**src/rtl/sdcl_pkg.sv**
```systemverilog
`timescale 1ns / 1ps
// Shared types, constants and the seven-segment decoder for the swipe digit code lock.
// No dependencies; used by sdcl_core, the top level and the checker.

package sdcl_pkg;

    localparam int unsigned CountW   = 4;
    localparam int unsigned IdleW    = 8;
    localparam int unsigned SegW     = 7;
    localparam int unsigned CfgIdxW  = 2;
    localparam int unsigned CfgDataW = 8;
    localparam int unsigned InDataW  = 8;
    localparam int unsigned OutDataW = 16;

    localparam logic [CountW-1:0] MaxCount   = 4'd9;
    localparam logic [IdleW-1:0]  IdleSatMax = 8'hFF;

    localparam logic [CountW-1:0] FirstTargetReset  = 4'd3;
    localparam logic [CountW-1:0] SecondTargetReset = 4'd2;
    localparam logic [IdleW-1:0]  IdleLimitReset    = 8'd30;

    localparam logic [SegW-1:0] SegZero  = 7'h3F;
    localparam logic [SegW-1:0] SegBlank = 7'h00;

    // Configuration register indexes.
    localparam logic [CfgIdxW-1:0] RegFirstTarget  = 2'd0;
    localparam logic [CfgIdxW-1:0] RegSecondTarget = 2'd1;
    localparam logic [CfgIdxW-1:0] RegIdleLimit    = 2'd2;

    typedef enum logic [1:0] {
        VERDICT_NONE  = 2'd0,
        VERDICT_GOOD  = 2'd1,
        VERDICT_WRONG = 2'd2
    } t_verdict;

    typedef struct packed {
        logic emergency;
        logic sensor_two;
        logic sensor_one;
    } t_sample;

    typedef struct packed {
        logic [IdleW-1:0]  idle_limit;
        logic [CountW-1:0] second_target;
        logic [CountW-1:0] first_target;
    } t_cfg;

    typedef struct packed {
        logic            aborted;
        logic            entry_phase;
        t_verdict        verdict;
        logic [SegW-1:0] segments;
    } t_result;

    function automatic logic [SegW-1:0] seg_pattern(input logic [CountW-1:0] n);
        logic [SegW-1:0] p;
        begin
            case (n)
                4'd0:    p = 7'h3F;
                4'd1:    p = 7'h06;
                4'd2:    p = 7'h5B;
                4'd3:    p = 7'h4F;
                4'd4:    p = 7'h66;
                4'd5:    p = 7'h6D;
                4'd6:    p = 7'h7D;
                4'd7:    p = 7'h07;
                4'd8:    p = 7'h7F;
                4'd9:    p = 7'h6F;
                default: p = SegBlank;
            endcase
            return p;
        end
    endfunction

endpackage

```
**src/rtl/sdcl_core.sv**
```systemverilog
`timescale 1ns / 1ps
// Entry state and next-state logic of the swipe digit code lock.
// Depends on sdcl_pkg.

module sdcl_core import sdcl_pkg::*; (
    input  logic    i_clk,
    input  logic    i_rst_n,
    input  logic    i_step,
    input  t_sample i_sample,
    input  t_cfg    i_cfg,
    output t_result o_result
);

    logic              r_phase,    n_phase;
    logic              r_prev,     n_prev;
    logic              r_primed,   n_primed;
    logic [CountW-1:0] r_count,    n_count;
    logic [IdleW-1:0]  r_idle,     n_idle;
    logic [CountW-1:0] r_first,    n_first;
    logic [SegW-1:0]   r_display,  n_display;

    logic              level;
    logic [CountW:0]   count_inc;

    always_comb begin
        n_phase   = r_phase;
        n_prev    = r_prev;
        n_primed  = r_primed;
        n_count   = r_count;
        n_idle    = r_idle;
        n_first   = r_first;
        n_display = r_display;
        o_result  = '0;
        level     = r_phase ? i_sample.sensor_two : i_sample.sensor_one;
        count_inc = {1'b0, r_count} + 5'd1;

        if (i_sample.emergency) begin
            n_phase   = 1'b0;
            n_primed  = 1'b0;
            n_count   = '0;
            n_idle    = '0;
            n_first   = '0;
            n_display = SegZero;
            o_result.aborted = 1'b1;
        end else if (!r_primed) begin
            n_prev   = level;
            n_primed = 1'b1;
        end else begin
            // A falling edge on the active sensor is one swipe.
            if (!level && r_prev) begin
                n_count   = (count_inc > {1'b0, MaxCount}) ? MaxCount
                                                           : count_inc[CountW-1:0];
                n_display = seg_pattern(n_count);
                n_idle    = '0;
            end
            n_prev = level;
            if (n_idle != IdleSatMax) begin
                n_idle = n_idle + 8'd1;
            end
            if ((n_count != '0) && (n_idle >= i_cfg.idle_limit)) begin
                if (!r_phase) begin
                    n_first  = n_count;
                    n_phase  = 1'b1;
                    n_count  = '0;
                    n_idle   = '0;
                    n_primed = 1'b0;
                end else begin
                    o_result.verdict = ((r_first == i_cfg.first_target) &&
                                        (n_count == i_cfg.second_target))
                                       ? VERDICT_GOOD : VERDICT_WRONG;
                    n_phase   = 1'b0;
                    n_primed  = 1'b0;
                    n_count   = '0;
                    n_idle    = '0;
                    n_first   = '0;
                    n_display = SegZero;
                end
            end
        end

        o_result.segments    = n_display;
        o_result.entry_phase = n_phase;
    end

    always_ff @(posedge i_clk) begin
        if (!i_rst_n) begin
            r_phase   <= 1'b0;
            r_prev    <= 1'b0;
            r_primed  <= 1'b0;
            r_count   <= '0;
            r_idle    <= '0;
            r_first   <= '0;
            r_display <= SegZero;
        end else if (i_step) begin
            r_phase   <= n_phase;
            r_prev    <= n_prev;
            r_primed  <= n_primed;
            r_count   <= n_count;
            r_idle    <= n_idle;
            r_first   <= n_first;
            r_display <= n_display;
        end
    end

endmodule

```
**src/rtl/swipe_digit_code_lock_top.sv**
```systemverilog
`timescale 1ns / 1ps
// Top level of the swipe digit code lock: stream ports, configuration registers,
// result register. Depends on sdcl_pkg and sdcl_core.

// Each input transaction is one sensor sample tick and yields exactly one output
// transaction the next cycle. The lock counts falling edges (lit to shadowed) of
// sensor one for the first digit and of sensor two for the second digit; a count
// saturates at nine. A digit closes once its count is nonzero and the idle ticks
// since the last swipe reach idle_limit. After the second digit the lock compares
// both digits with first_target and second_target and reports a verdict for one
// tick (1 correct, 2 wrong), then starts over. The first tick of every phase only
// samples the sensor. The emergency bit aborts the entry at once and shows zero.
// Throughput is one transaction per clock: the whole update is a single pass of
// short logic between the entry state and the result register, and the slave side
// stays ready while the result register is empty or being drained in the same
// cycle. Configuration writes are always accepted and take effect on the next
// tick; they should be issued only while no output transaction is pending.

module swipe_digit_code_lock_top import sdcl_pkg::*; (
    input  logic                i_clk,
    input  logic                i_rst_n,
    // Sample stream. tdata: [0] sensor_one, [1] sensor_two, [2] emergency, rest zero.
    input  logic                s_axis_tvalid,
    output logic                s_axis_tready,
    input  logic [InDataW-1:0]  s_axis_tdata,
    // Result stream. tdata: [6:0] segments, [8:7] verdict, [9] entry_phase,
    // [10] aborted, rest zero.
    output logic                m_axis_tvalid,
    input  logic                m_axis_tready,
    output logic [OutDataW-1:0] m_axis_tdata,
    // Configuration writes.
    input  logic                i_cfg_valid,
    output logic                o_cfg_ready,
    input  logic [CfgIdxW-1:0]  i_cfg_index,
    input  logic [CfgDataW-1:0] i_cfg_data
);

    t_cfg    r_cfg;
    t_sample sample;
    t_result result;
    t_result r_result;
    logic    r_out_valid;
    logic    in_accept;

    assign o_cfg_ready   = 1'b1;
    assign s_axis_tready = !r_out_valid || m_axis_tready;
    assign in_accept     = s_axis_tvalid && s_axis_tready;
    assign sample        = s_axis_tdata[2:0];

    // Writes to an index beyond the register list are taken and dropped.
    always_ff @(posedge i_clk) begin
        if (!i_rst_n) begin
            r_cfg.first_target  <= FirstTargetReset;
            r_cfg.second_target <= SecondTargetReset;
            r_cfg.idle_limit    <= IdleLimitReset;
        end else if (i_cfg_valid) begin
            case (i_cfg_index)
                RegFirstTarget:  r_cfg.first_target  <= i_cfg_data[CountW-1:0];
                RegSecondTarget: r_cfg.second_target <= i_cfg_data[CountW-1:0];
                RegIdleLimit:    r_cfg.idle_limit    <= i_cfg_data;
                default: ;
            endcase
        end
    end

    sdcl_core u_core (
        .i_clk    (i_clk),
        .i_rst_n  (i_rst_n),
        .i_step   (in_accept),
        .i_sample (sample),
        .i_cfg    (r_cfg),
        .o_result (result)
    );

    // The result register holds a finished transaction until the master side takes it.
    always_ff @(posedge i_clk) begin
        if (!i_rst_n) begin
            r_out_valid <= 1'b0;
        end else if (in_accept) begin
            r_out_valid <= 1'b1;
        end else if (m_axis_tready) begin
            r_out_valid <= 1'b0;
        end
    end

    always_ff @(posedge i_clk) begin
        if (in_accept) begin
            r_result <= result;
        end
    end

    assign m_axis_tvalid = r_out_valid;
    assign m_axis_tdata  = {5'd0, r_result};

endmodule

```
**config.mk**
```make
export PLATFORM = sky130hd
export DESIGN_NAME = swipe_digit_code_lock_top
export DESIGN_NICKNAME = d
export VERILOG_FILES = /design/src/rtl/sdcl_pkg.sv /design/src/rtl/sdcl_core.sv /design/src/rtl/swipe_digit_code_lock_top.sv
export SDC_FILE = /design/constraint.sdc
export NUM_CORES = 1
export LEC_CHECK = 0
export ABC_AREA = 1
export BUFFER_PORTS_ARGS = -buffer_cell sky130_fd_sc_hd__buf_2
export CORE_ASPECT_RATIO = 0.7
export CORE_MARGIN = 10
export CORE_UTILIZATION = 43
export CTS_CLUSTER_SIZE = 12
export DETAILED_ROUTE_END_ITERATION = 8
export SLEW_MARGIN = 20
export SYNTH_ARGS = -nofsm -noshare
export SYNTH_HDL_FRONTEND = slang
export SYNTH_SLANG_ARGS = --single-unit
```
**constraint.sdc**
```tcl
create_clock -name i_clk -period 5.3 [get_ports i_clk]
set_input_delay 1.325 -clock i_clk [delete_from_list [all_inputs] [get_ports i_clk]]
set_output_delay 1.325 -clock i_clk [all_outputs]
set_load 0.03 [all_outputs]
```
======== After elaboration in Yosys (flattened, before gate mapping) ========
Memories as Yosys holds them, arrays and structs flattened.
Index checks and enable logic that the tools add are counted.
storage, ports and cells
  bits in registers ....................... 54
  ROM bits ................................ 112
  input port bits ......................... 23
  logic and storage cells ................. 85
  memories ................................ 1
memory list
  name             depth  bits a word  rd ports  clocked after memory_dff  wr ports  RTL line        text
  (no name shown)  16     7            1         0                         0         sdcl_pkg.sv:58  case (n)
operators by class
  $add $sub $neg .......................... 2
  magnitude comparators ................... 2
  equality and inequality tests ........... 5
  multiplexer cells ....................... 37
  bitwise gates (word level) .............. 4
  reduce and logical (&&, ||, !) cells .... 19
operators by type and width
  operator                                                        number
  2-to-1 mux 8 bit                                                9
  2-to-1 mux 4 bit                                                11
  2-to-1 mux 7 bit                                                5
  2-to-1 mux 1 bit                                                11
  AND reduction 2 bit                                             5
  adder 8 x 1 -> 8 bit (second input constant)                    1
  equality test 4 bit                                             2
  >= comparator 8 bit                                             1
  != test 8 bit (second input constant)                           1
  nonzero test 2 bit                                              3
  adder 4 x 1 -> 5 bit (second input constant)                    1
  greater-than comparator 5 x 4 -> 1 bit (second input constant)  1
  logical AND 1 bit                                               4
  inverter 1 bit                                                  4
  nonzero test 4 bit                                              1
  OR reduction 4 bit                                              1
  AND reduction 3 bit                                             1
  equality test 2 x 1 -> 1 bit (second input constant)            1
  equality test 2 bit (second input constant)                     1
  logical NOT 1 bit                                               2
  logical NOT 2 bit                                               1
  2-to-1 mux 2 bit                                                1
  logical OR 1 bit                                                1

======== Depth between registers and ports, before layout ========
Gate-level depths: netlist of the first run.
  depth in word-level cells ............... 15
  depth in mapped cells ................... 27

======== Cells and area by module ========
From an unflattened synthesis of the first run, not the netlist that was laid out.
unflattened totals
  cell total of the unflattened synthesis .. 451
  area, all modules ....................... 3407.0 um^2
by module, submodules not included
  module                     times used  cells an instance  area an instance (um^2)
  sdcl_core                  1           334                2316.0
  swipe_digit_code_lock_top  1           117                1091.0

======== Least setup slack after synthesis of the first run ========
Ideal clock, no wire load.
  path type ............................... input-to-reg
  from .................................... input s_axis_tdata[1]
  to ...................................... register r_result (netlist bit m_axis_tdata[0]), data pin
  arrival ................................. 3848 ps
  required time ........................... 5042 ps
  path slack .............................. 1194 ps
  stages on the path ...................... 24
  buffers on the path ..................... 3
  path through ............................ nand2_1 -> nand3_2 -> buf_6 -> buf_2 -> nand2_1 -> inv_1 -> ha_1 -> nand4_2 -> nor2_2 -> nand3b_2 -> nand2_1 -> o21ai_2 -> ha_1 -> inv_1 -> nor2_1 -> o21ai_0 -> nand2_1 -> nand2_1 -> o2111ai_1 -> nand2_2 -> inv_2 -> nand2_2 -> buf_6 -> a21boi_1
RTL lines
  item                  RTL line                         text
  from (decl)           swipe_digit_code_lock_top.sv:25  input logic [InDataW-1:0] s_axis_tdata,
  to (signal assigned)  swipe_digit_code_lock_top.sv:88  r_result <= result;
  to (decl)             swipe_digit_code_lock_top.sv:41  t_result r_result;

==> impl_metrics.toml, run 1 <==
[clocking]
ctsHoldBuffers = 0
cts_tree = "built"
ctsResizeCount = 0
post_cts.repair.setup_buffers = 0
clock-root-buffer = "clkbuf_8"
numCtsBuffers = 5
clock_latency_ps = 310
clk_path_buf_depth = 2
htree_levels = 2
cts.clk_slew.worst_paths_ps = 100
cts_sinks = 54

[timing]
finalCritPeriodShare_pct = 80.9
setup-violations-final = 0
max_slew_margin_pct = 51.1
whs_ps = 468
fin_skew_ps = 7.33
final-max-slew-violation-count = 0
rsz0062_at_grt = "false"
finalWorstSetupSlack_ps = 1010
min_period_ps = 4290
worstMarginPinSlew_ps = 732
finalHoldViolations = 0
fin_setup_tns_ps = 0
fmax_mhz = 233

[route]
ant_nets = 0
drc = 0
drtIter0Drc = 187
drt_wl_total_um = 7460
vias_per_cell = 4.93
route.met2.wl_um = 2900
route.top_layer_used = "met4"
firstDrtPassIters = 4
met3_length_um = 579
dr_total_vias = 2799
wl_per_cell_um = 13.1
drt-met1-wl_um = 3930

[floorplan]
core-area_um2 = 7320
die_x_um = 124
die_h_um = 92.8
die_area_um2 = 11500
ioPinCount = 42
initial_core_util_pct = 44.4
rows = 26

[grt]
grt_util_all_layers_pct = 13.2
antenna_found_initial = 0
grt_pass1_vias = 2531
grt_overflow = 0
grt_pass1_wl_um = 12600
grt_max_degree = 25

[placed_design]
pre_cts_slack_ps = 663
gp_congestion = 0.869
io_buffer_count = 30
hpwlAfterDp_um = 5750

[synth]
synthSimpleGateAreaFrac_pct = 30.2
yosys_warnings = 0
synth_ff_type = "dfxtp_1"
synth-compound-area-share_pct = 12.6
synth_cell_types = 35
synthAdderAreaFrac_pct = 6.54
synth_edf_count = 11
syn_inst = 446
avgSynthCellArea_um2 = 7.29
synth_top_family_by_area = "simple AND/OR/NAND/NOR gates"
netlist_area_um2 = 3250
ys_seq_area_share_pct = 36.6
ys_ff_latch = 54
synth-xor-area-share_pct = 3.23
yosys-mux-area-fraction_pct = 0
async_reset_ff_share_pct = 0

[worst_hold_path]
hp-start = "r_cfg[15]"
min_path_type = "flop to flop"
hold_depth = 2
min_to = "r_cfg[15]"

[cells_and_area]
syn_to_final_growth_pct = 8.70
antenna_cells = 0
ff_latch_area_um2 = 1190
final_util_pct = 48.3
fill_cells = 740
drive_gt1_share_pct = 14.7
multi_input_area_um2 = 1730
nNetsFinal = 509

[worst_setup_path]
r2r_end = "m_axis_tdata[4]"
startpoint_type = "input pin"
worstSetupPathType = "input pin to flop"
crit_family = "simple AND/OR/NAND/NOR gates"
cp_cell_sequence = "buf_2 -> nand2_1 -> nand3_2 -> nand2_1 -> inv_1 -> ha_1 -> nand4_2 -> nor2_2 -> nand3b_2 -> nand2_1 -> o21ai_2 -> ha_1 -> inv_1 -> nor2_1 -> o21ai_0 -> nand2_1 -> nand2_1 -> o2111ai_1 -> nand2_2 -> inv_2 -> nand2_2 -> a21boi_1"
rrSetupSlack_ps = 1630
reg2reg_from = "u_core.r_phase"
crit_fanout = 12
end_kind = "flop"
reg2regPathDepth = 21
cp.arrival_ps = 4340
cp.required_ps = 5350
timing.critical_path.buf_inv = 4
critPathLaunch = "s_axis_tdata[1]"
slowest_stage = "ha_1"
cpMostUsedCell = "nand2_1"
max_stage_delay_ps = 290

[pwr]
p_per_area_nw_per_um2 = 237
peakVddDrop_mv = 0.113
static-leakage-power_nw = 1.70
total_power_w = 0.000837

[status]
outcome = "finished clean"

[flow_run]
cap_violations = 0
per-stage QoR:
step	instances	instance area, um2
after floorplan	450	3270
after global placement	560	3420
after detailed placement	560	3420
after CTS	568	3530
after global routing	568	3530
final	568	3530
final cells by class:
type,count,area share [%]
clock buffers,5,1.95
clock inverters,3,1.20
inverters,57,6.05
multi-input cells,319,49.0
flip-flops and latches,54,33.7
well taps,98,3.47
repair buffers,32,4.67
worst register-to-register path, cell delays in order, from the launching register on:
cell and delay (ps):
dfxtp_1 450, nand2_1 130, nand3_2 140, nand2_1 140
inv_1 80, ha_1 200, nand4_2 150, nor2_2 170
nand3b_2 220, nand2_1 130, o21ai_2 70, ha_1 290
inv_1 60, nor2_1 30, o21ai_0 140, nand2_1 80
nand2_1 60, o2111ai_1 160, nand2_2 290, inv_2 110
nand2_2 210, a21boi_1 100
power breakdown:
group	internal [W]	leakage, nW	switching, W	total [W]
clock network	0.000141	0.0562	0.000136	0.000277
registers	0.000437	0.448	0.00000907	0.000446
logic	0.0000341	1.20	0.0000801	0.000114
kinds of logic (layout without fill, tap and decap cells):
family / after synthesis / after routing
fa+ha+maj: 17 / 17
other cells: 2 / 6
simple gates: 213 / 213
buf+inv: 77 / 97
flops: 54 / 54
compound gates: 71 / 71
xor+xnor: 12 / 12
worst max path at each step:
stage / endpoint / slack (ps) / cells after the start
floorplan: m_axis_tdata[0] / 1190 / 24
global placement: m_axis_tdata[1] / 770 / 22
detailed placement: m_axis_tdata[1] / 660 / 22
CTS: m_axis_tdata[4] / 990 / 22
global route: u_core.r_display[3] / 660 / 24
finish: m_axis_tdata[4] / 1010 / 22
registers in the layout (all words and copies together) (netlist names):
name / flops
u_core.r_display: 7
u_core.r_phase: 1
u_core.r_first: 4
u_core.r_idle: 8
m_axis_tdata: 11
u_core.r_count: 4
m_axis_tvalid: 1
r_cfg: 16
u_core.r_prev: 1
u_core.r_primed: 1
routing by layer:
metal	up-vias	track usage (%)
li1	1478	-
met1	1242	20.4
met2	74	18.1
met3	5	2.91
met4	0	2.58
met5	-	0
cells in the final DEF, fill, tap and decap left out, types with 6 or more instances in the layout:
cell type	Yosys	final
a21boi_1	6	6
a21oi_1	30	30
buf_2	3	30
conb_1	2	6
dfxtp_1	43	43
edfxtp_1	11	11
ha_1	17	17
inv_1	55	55
nand2_1	110	110
nand2_2	8	8
nand3_1	28	28
nand4_1	12	12
nor2_1	35	35
o21ai_0	22	22
xor2_1	7	7
synth_stat cells, types with 2 or more instances:
cell,instances,area share [%]
inv_1,55,6.3
nor3_2,2,0.62
nand2_2,8,1.5
xnor2_1,5,1.3
conb_1,2,0.23
clkbuf_1,7,0.81
o211ai_1,4,0.92
nand3_1,28,4.3
nor2_1,35,4.0
edfxtp_1,11,10
buf_2,3,0.46
nand4_1,12,2.3
ha_1,17,6.5
nand3_2,5,1.5
nor3_1,5,0.77
a21boi_1,6,1.4
buf_4,6,1.4
dfxtp_1,43,26
nor2_2,2,0.38
nand2_4,3,1.0
o21ai_0,22,3.4
a21oi_1,30,4.6
buf_6,4,1.4
a21oi_2,4,1.1
inv_2,2,0.23
xor2_1,7,1.9
nand2_1,110,13
Note: power is estimated with default switching activity, not from simulation.
==> inputs of run 2 (changes only) <==
==> constraint.sdc (replaced) <==
create_clock -name i_clk -period 3.6 [get_ports i_clk]
set_input_delay 0.9 -clock i_clk [delete_from_list [all_inputs] [get_ports i_clk]]
set_output_delay 0.9 -clock i_clk [all_outputs]
set_load 0.03 [all_outputs]
==> run 2 against run 1 <==
Against the previous run: sequential share of layout area fell by 1.5 points; final cell count is 2.6% higher; clock skew grew 2.0 ps; cell area increased by 4.8%; setup slack lost 720 ps; critical path depth shrank 1; register-to-register slack lost 1200 ps; clock power increased by 53%; total power increased by 50%; via count up 1.3%; critical path type unchanged; largest power group unchanged.
==> impl_metrics.toml, run 2 (same netlist as run 1, synthesis figures left out) <==
[cells_and_area]
antenna_cells = 0
syn_to_final_growth_pct = 13.9
drive_gt1_share_pct = 17.9
largest_reg_flops = 16
final_util_pct = 50.6
top_register = "r_cfg"
layout_commonest_cell = "nand2_1"
finish.instance_area_um2 = 3700
final_cell_mix = "110 x nand2_1, 55 x inv_1, 43 x dfxtp_1"
nNetsFinal = 524

[grt]
grt_pass1_wl_um = 13000
antenna_found_initial = 0
grt_max_degree = 25
grt_util_all_layers_pct = 13.7
grt_overflow = 0
grt_pass1_vias = 2604

[worst_setup_path]
reg2regPathDepth = 20
reg2reg_from = "u_core.r_phase"
worstSetupPathType = "input pin to flop"
cp.required_ps = 3690
critPathLaunch = "s_axis_tdata[1]"
startpoint_type = "input pin"
end_kind = "flop"
crit_fanout = 4
cp.arrival_ps = 3400

[route]
firstDrtPassIters = 4
drt_wl_total_um = 7670
ant_nets = 0
dr_total_vias = 2836
vias_per_cell = 4.86
wl_per_cell_um = 13.2
drc = 0
drtIter0Drc = 248

[floorplan]
core-area_um2 = 7320
die_x_um = 124
die_area_um2 = 11500
initial_core_util_pct = 44.4
ioPinCount = 42
die_h_um = 92.8
rows = 26

[timing]
worstMarginPinSlew_ps = 785
min_period_ps = 3310
finalHoldViolations = 0
final-max-slew-violation-count = 0
finalCritPeriodShare_pct = 91.9
finalWorstSetupSlack_ps = 290
max_slew_margin_pct = 47.6
fin_skew_ps = 9.36
setup-violations-final = 0
fmax_mhz = 302

[placed_design]
hpwlAfterDp_um = 5770
io_buffer_count = 30
pre_cts_slack_ps = -76.0
place_area_um2 = 3550
gp_congestion = 0.903

[clocking]
numCtsBuffers = 5
cts.clk_slew.worst_paths_ps = 110
cts_sinks = 54
clock_latency_ps = 320
clock-root-buffer = "clkbuf_8"
clk_path_buf_depth = 2
cts_tree = "built"
htree_levels = 2

[pwr]
static-leakage-power_nw = 1.80
peakVddDrop_mv = 0.173
p_per_area_nw_per_um2 = 339

[worst_hold_path]
min_path_type = "flop to flop"
hp-start = "r_cfg[14]"
hold_depth = 2

[status]
outcome = "finished clean"

[flow_run]
cap_violations = 0
-- run 2: changes by cell type in the layout (fill, tap and decap cells not counted), sizes merged --
cell    delta
nand3b     +1
buf       +14
-- run 2: area by class of cell --
type,count,area [um2]
Fill cell,717,3620
Timing Repair Buffer,46,283
Clock buffer,5,68.8
Sequential cell,54,1190
Multi-Input combinational cell,320,1780
Tap cell,98,123
Inverter,57,214
Clock inverter,3,42.5
-- run 2: per-stage QoR --
stage               setup TNS (ps)  hold WS (ps)  total power [W]  cells
CTS                              0           470          0.00126    581
global route                 -6.38           498          0.00132    583
detailed placement           -1120           455         0.000845    573
finish                           0           470          0.00126    583
floorplan                        0           435         0.000797    450
global placement              -934           450         0.000842    573
-- run 2: where the power goes --
part | internal [W] | total (W) | switching (W)
clock | 0.000208 | 0.000424 | 0.000216
combinational | 0.0000563 | 0.000176 | 0.000120
sequential | 0.000643 | 0.000657 | 0.0000134
total | 0.000908 | 0.00126 | 0.000350
-- run 2: what timing repair did --
action                                  4_1_cts  5_1_grt
buffers inserted                              0        1
hold buffers                                  0        0
endpoints found under the hold margin         0        0
gates resized for setup                       0        6
endpoints found under the setup margin        0       33
-- run 2: final timing paths --
| kind | slack (ps) | endpoint |
|---|---|---|
| max | 290 | m_axis_tdata[9] |
| max reg2reg | 400 | m_axis_tdata[9] |
| min | 470 | r_cfg[14] |
| min reg2reg | 470 | r_cfg[14] |
-- run 2: layer usage --
metal	track usage (%)	up-vias	wire, um
li1	-	1513	-
met3	3.03	7	517
met5	0	-	0
met4	3.35	0	63
met1	20.4	1255	4050
met2	19.2	61	3040
-- run 2: worst max-delay path, cell delays in order --
cell and delay (ps):
buf_2 90, nand2_1 80, nand3_2 120, nand2_1 80, inv_1 70, ha_2 220, nand4_4 130, nor2_4 180
xor2_1 170, nand2_1 110, ha_1 290, nand2_1 80, nor2_1 140, nand4_1 110, o2111ai_2 120, nand2_2 90
buf_4 160, nand2_4 80, nand2_2 60, nand2_1 90, inv_1 40
==> inputs of run 3 (changes only) <==
--- a/config.mk
+++ b/config.mk
@@ -12,6 +12,8 @@
 export CORE_UTILIZATION = 43
 export CTS_CLUSTER_SIZE = 12
 export DETAILED_ROUTE_END_ITERATION = 8
+export RECOVER_POWER = 50
+export REMOVE_ABC_BUFFERS = 1
 export SLEW_MARGIN = 20
 export SYNTH_ARGS = -nofsm -noshare
 export SYNTH_HDL_FRONTEND = slang
==> run 3 against run 2 <==
Against the previous run: clock power down 17%; register-to-register slack better by 40 ps; sequential share of layout area down 0.63 points; total power down 5.8%; non-clock buffer count up 12; utilization up 1.0 points; largest power group unchanged; clock skew down 3.8 ps; wire length down 0.60%; highest routed layer unchanged; count of clock-buffer cells in the layout up 1; critical path depth up 1; fmax down 2.1%; global-route usage up 0.13 points.
==> impl_metrics.toml, run 3 (same netlist as run 1, synthesis figures left out) <==
[status]
outcome = "finished clean"

[cells_and_area]
nNetsFinal = 535
largest_reg_flops = 16
syn_to_final_growth_pct = 16.2
drive_gt1_share_pct = 16.5
fill_cells = 724
ff_latch_area_um2 = 1190
multi_input_area_um2 = 1820
final_cell_mix = "109 x nand2_1, 55 x inv_1, 43 x dfxtp_1"
layout_commonest_cell = "nand2_1"
antenna_cells = 0
final_util_pct = 51.6
top_register = "r_cfg"

[grt]
grt_util_all_layers_pct = 13.8
grt_max_degree = 25
grt_pass1_vias = 2826
grt_pass1_wl_um = 13100
antenna_found_initial = 0
grt_overflow = 0

[route]
met3_length_um = 391
firstDrtPassIters = 5
wl_per_cell_um = 12.8
vias_per_cell = 4.89
route.top_layer_used = "met4"
drt-met1-wl_um = 4110
drc = 0
drtIter0Drc = 182
dr_total_vias = 2907
drt_wl_total_um = 7620
route.met2.wl_um = 3020
ant_nets = 0

[clocking]
cts.clk_slew.worst_paths_ps = 100
cts_sinks = 54
cts_tree = "built"
clock_latency_ps = 320
numCtsBuffers = 5
htree_levels = 2
clock-root-buffer = "clkbuf_8"
post_cts.repair.setup_buffers = 0
ctsResizeCount = 0
clk_path_buf_depth = 2
ctsHoldBuffers = 0

[pwr]
static-leakage-power_nw = 1.80
p_per_area_nw_per_um2 = 314
peakVddDrop_mv = 0.161

[timing]
worstMarginPinSlew_ps = 1140
finalCritPeriodShare_pct = 93.9
fmax_mhz = 296
finalWorstSetupSlack_ps = 219
final-max-slew-violation-count = 0
finalHoldViolations = 0
max_slew_margin_pct = 24.0
rsz0062_at_grt = "false"
fin_skew_ps = 5.60
min_period_ps = 3380
setup-violations-final = 0

[worst_setup_path]
cp.arrival_ps = 3470
crit_fanout = 4
cp.required_ps = 3690
critPathLaunch = "s_axis_tdata[0]"
end_kind = "flop"
worstSetupPathType = "input pin to flop"
cp-endpoint = "m_axis_tdata[6]"
reg2reg_from = "u_core.r_phase"
r2r_end = "m_axis_tdata[6]"
rrSetupSlack_ps = 440
reg2regPathDepth = 22
startpoint_type = "input pin"

[flow_run]
cap_violations = 0

[placed_design]
gp_congestion = 0.823
io_buffer_count = 30
hpwlAfterDp_um = 5770
pre_cts_slack_ps = -177

[floorplan]
initial_core_util_pct = 44.4
die_area_um2 = 11500
core-area_um2 = 7320
ioPinCount = 42
die_x_um = 124
die_h_um = 92.8
rows = 26

[worst_hold_path]
min_path_type = "flop to flop"
==> run 3: changes by cell type in the layout (fill, tap and decap cells not counted), moves of 2 or more <==
| cell | delta |
|---|---|
| ha_4 | +2 |
| buf_2 | -16 |
| clkbuf_1 | +20 |
| buf_4 | +9 |
==> run 3: how the worst min path moves through the flow <==
| stage | start | to | slack (ps) | cells past startpoint |
|---|---|---|---|---|
| after detailed placement | u_core.r_display[0] | u_core.r_display[0] | 450 | 2 |
| after floorplan | r_cfg[13] | r_cfg[13] | 430 | 2 |
| final | u_core.r_idle[1] | u_core.r_idle[1] | 470 | 2 |
| after global placement | u_core.r_display[4] | u_core.r_display[4] | 450 | 2 |
| after CTS | r_cfg[13] | r_cfg[13] | 470 | 2 |
| after global routing | u_core.r_idle[1] | u_core.r_idle[1] | 500 | 2 |
==> run 3: where the power goes <==
part / internal, W / leakage, nW / switching [W]
registers: 0.000643 / 0.448 / 0.0000129
logic: 0.0000551 / 1.31 / 0.000123
clock network: 0.000138 / 0.0417 / 0.000212
==> run 3: per-stage QoR <==
step / hold slack [ps] / cell area [um2] / power (W) / instances / setup TNS, ps
2_1_floorplan: 435 / 3140 / 0.000785 / 430 / -1790
6_report: 473 / 3780 / 0.00118 / 594 / 0
3_5_place_dp: 455 / 3630 / 0.000846 / 586 / -3780
5_1_grt: 496 / 3780 / 0.00125 / 594 / 0
4_1_cts: 470 / 3720 / 0.00119 / 594 / 0
3_3_place_gp: 451 / 3630 / 0.000842 / 586 / -2760
==> run 3: per-layer routing <==
metal  GRT usage, %  vias up
met2           19.7       58
met5              0        -
li1               -     1531
met3           2.91        7
met1           19.9     1311
met4           4.78        0
==> run 3: worst max-delay path, stage by stage <==
cell	delay (ps)
buf_2	70
nand2_1	90
nand3_4	130
nand2_1	80
inv_1	60
ha_1	180
nand4_2	140
nor2_4	170
buf_4	120
xor2_1	150
nand2_1	130
ha_4	300
nand2_4	60
nor2_4	100
nand4_1	140
o2111ai_4	120
nand2_2	90
buf_4	160
nand2_4	80
nand2_2	60
nand2_1	80
inv_1	50
==> run 3: final cells by class <==
class                   instances  area share [%]
clock buffers                   6            1.92
clock inverters                 2           0.364
inverters                      57            5.66
multi-input cells             319            48.2
flip-flops and latches         54            31.5
well taps                      98            3.25
repair buffers                 58            9.04
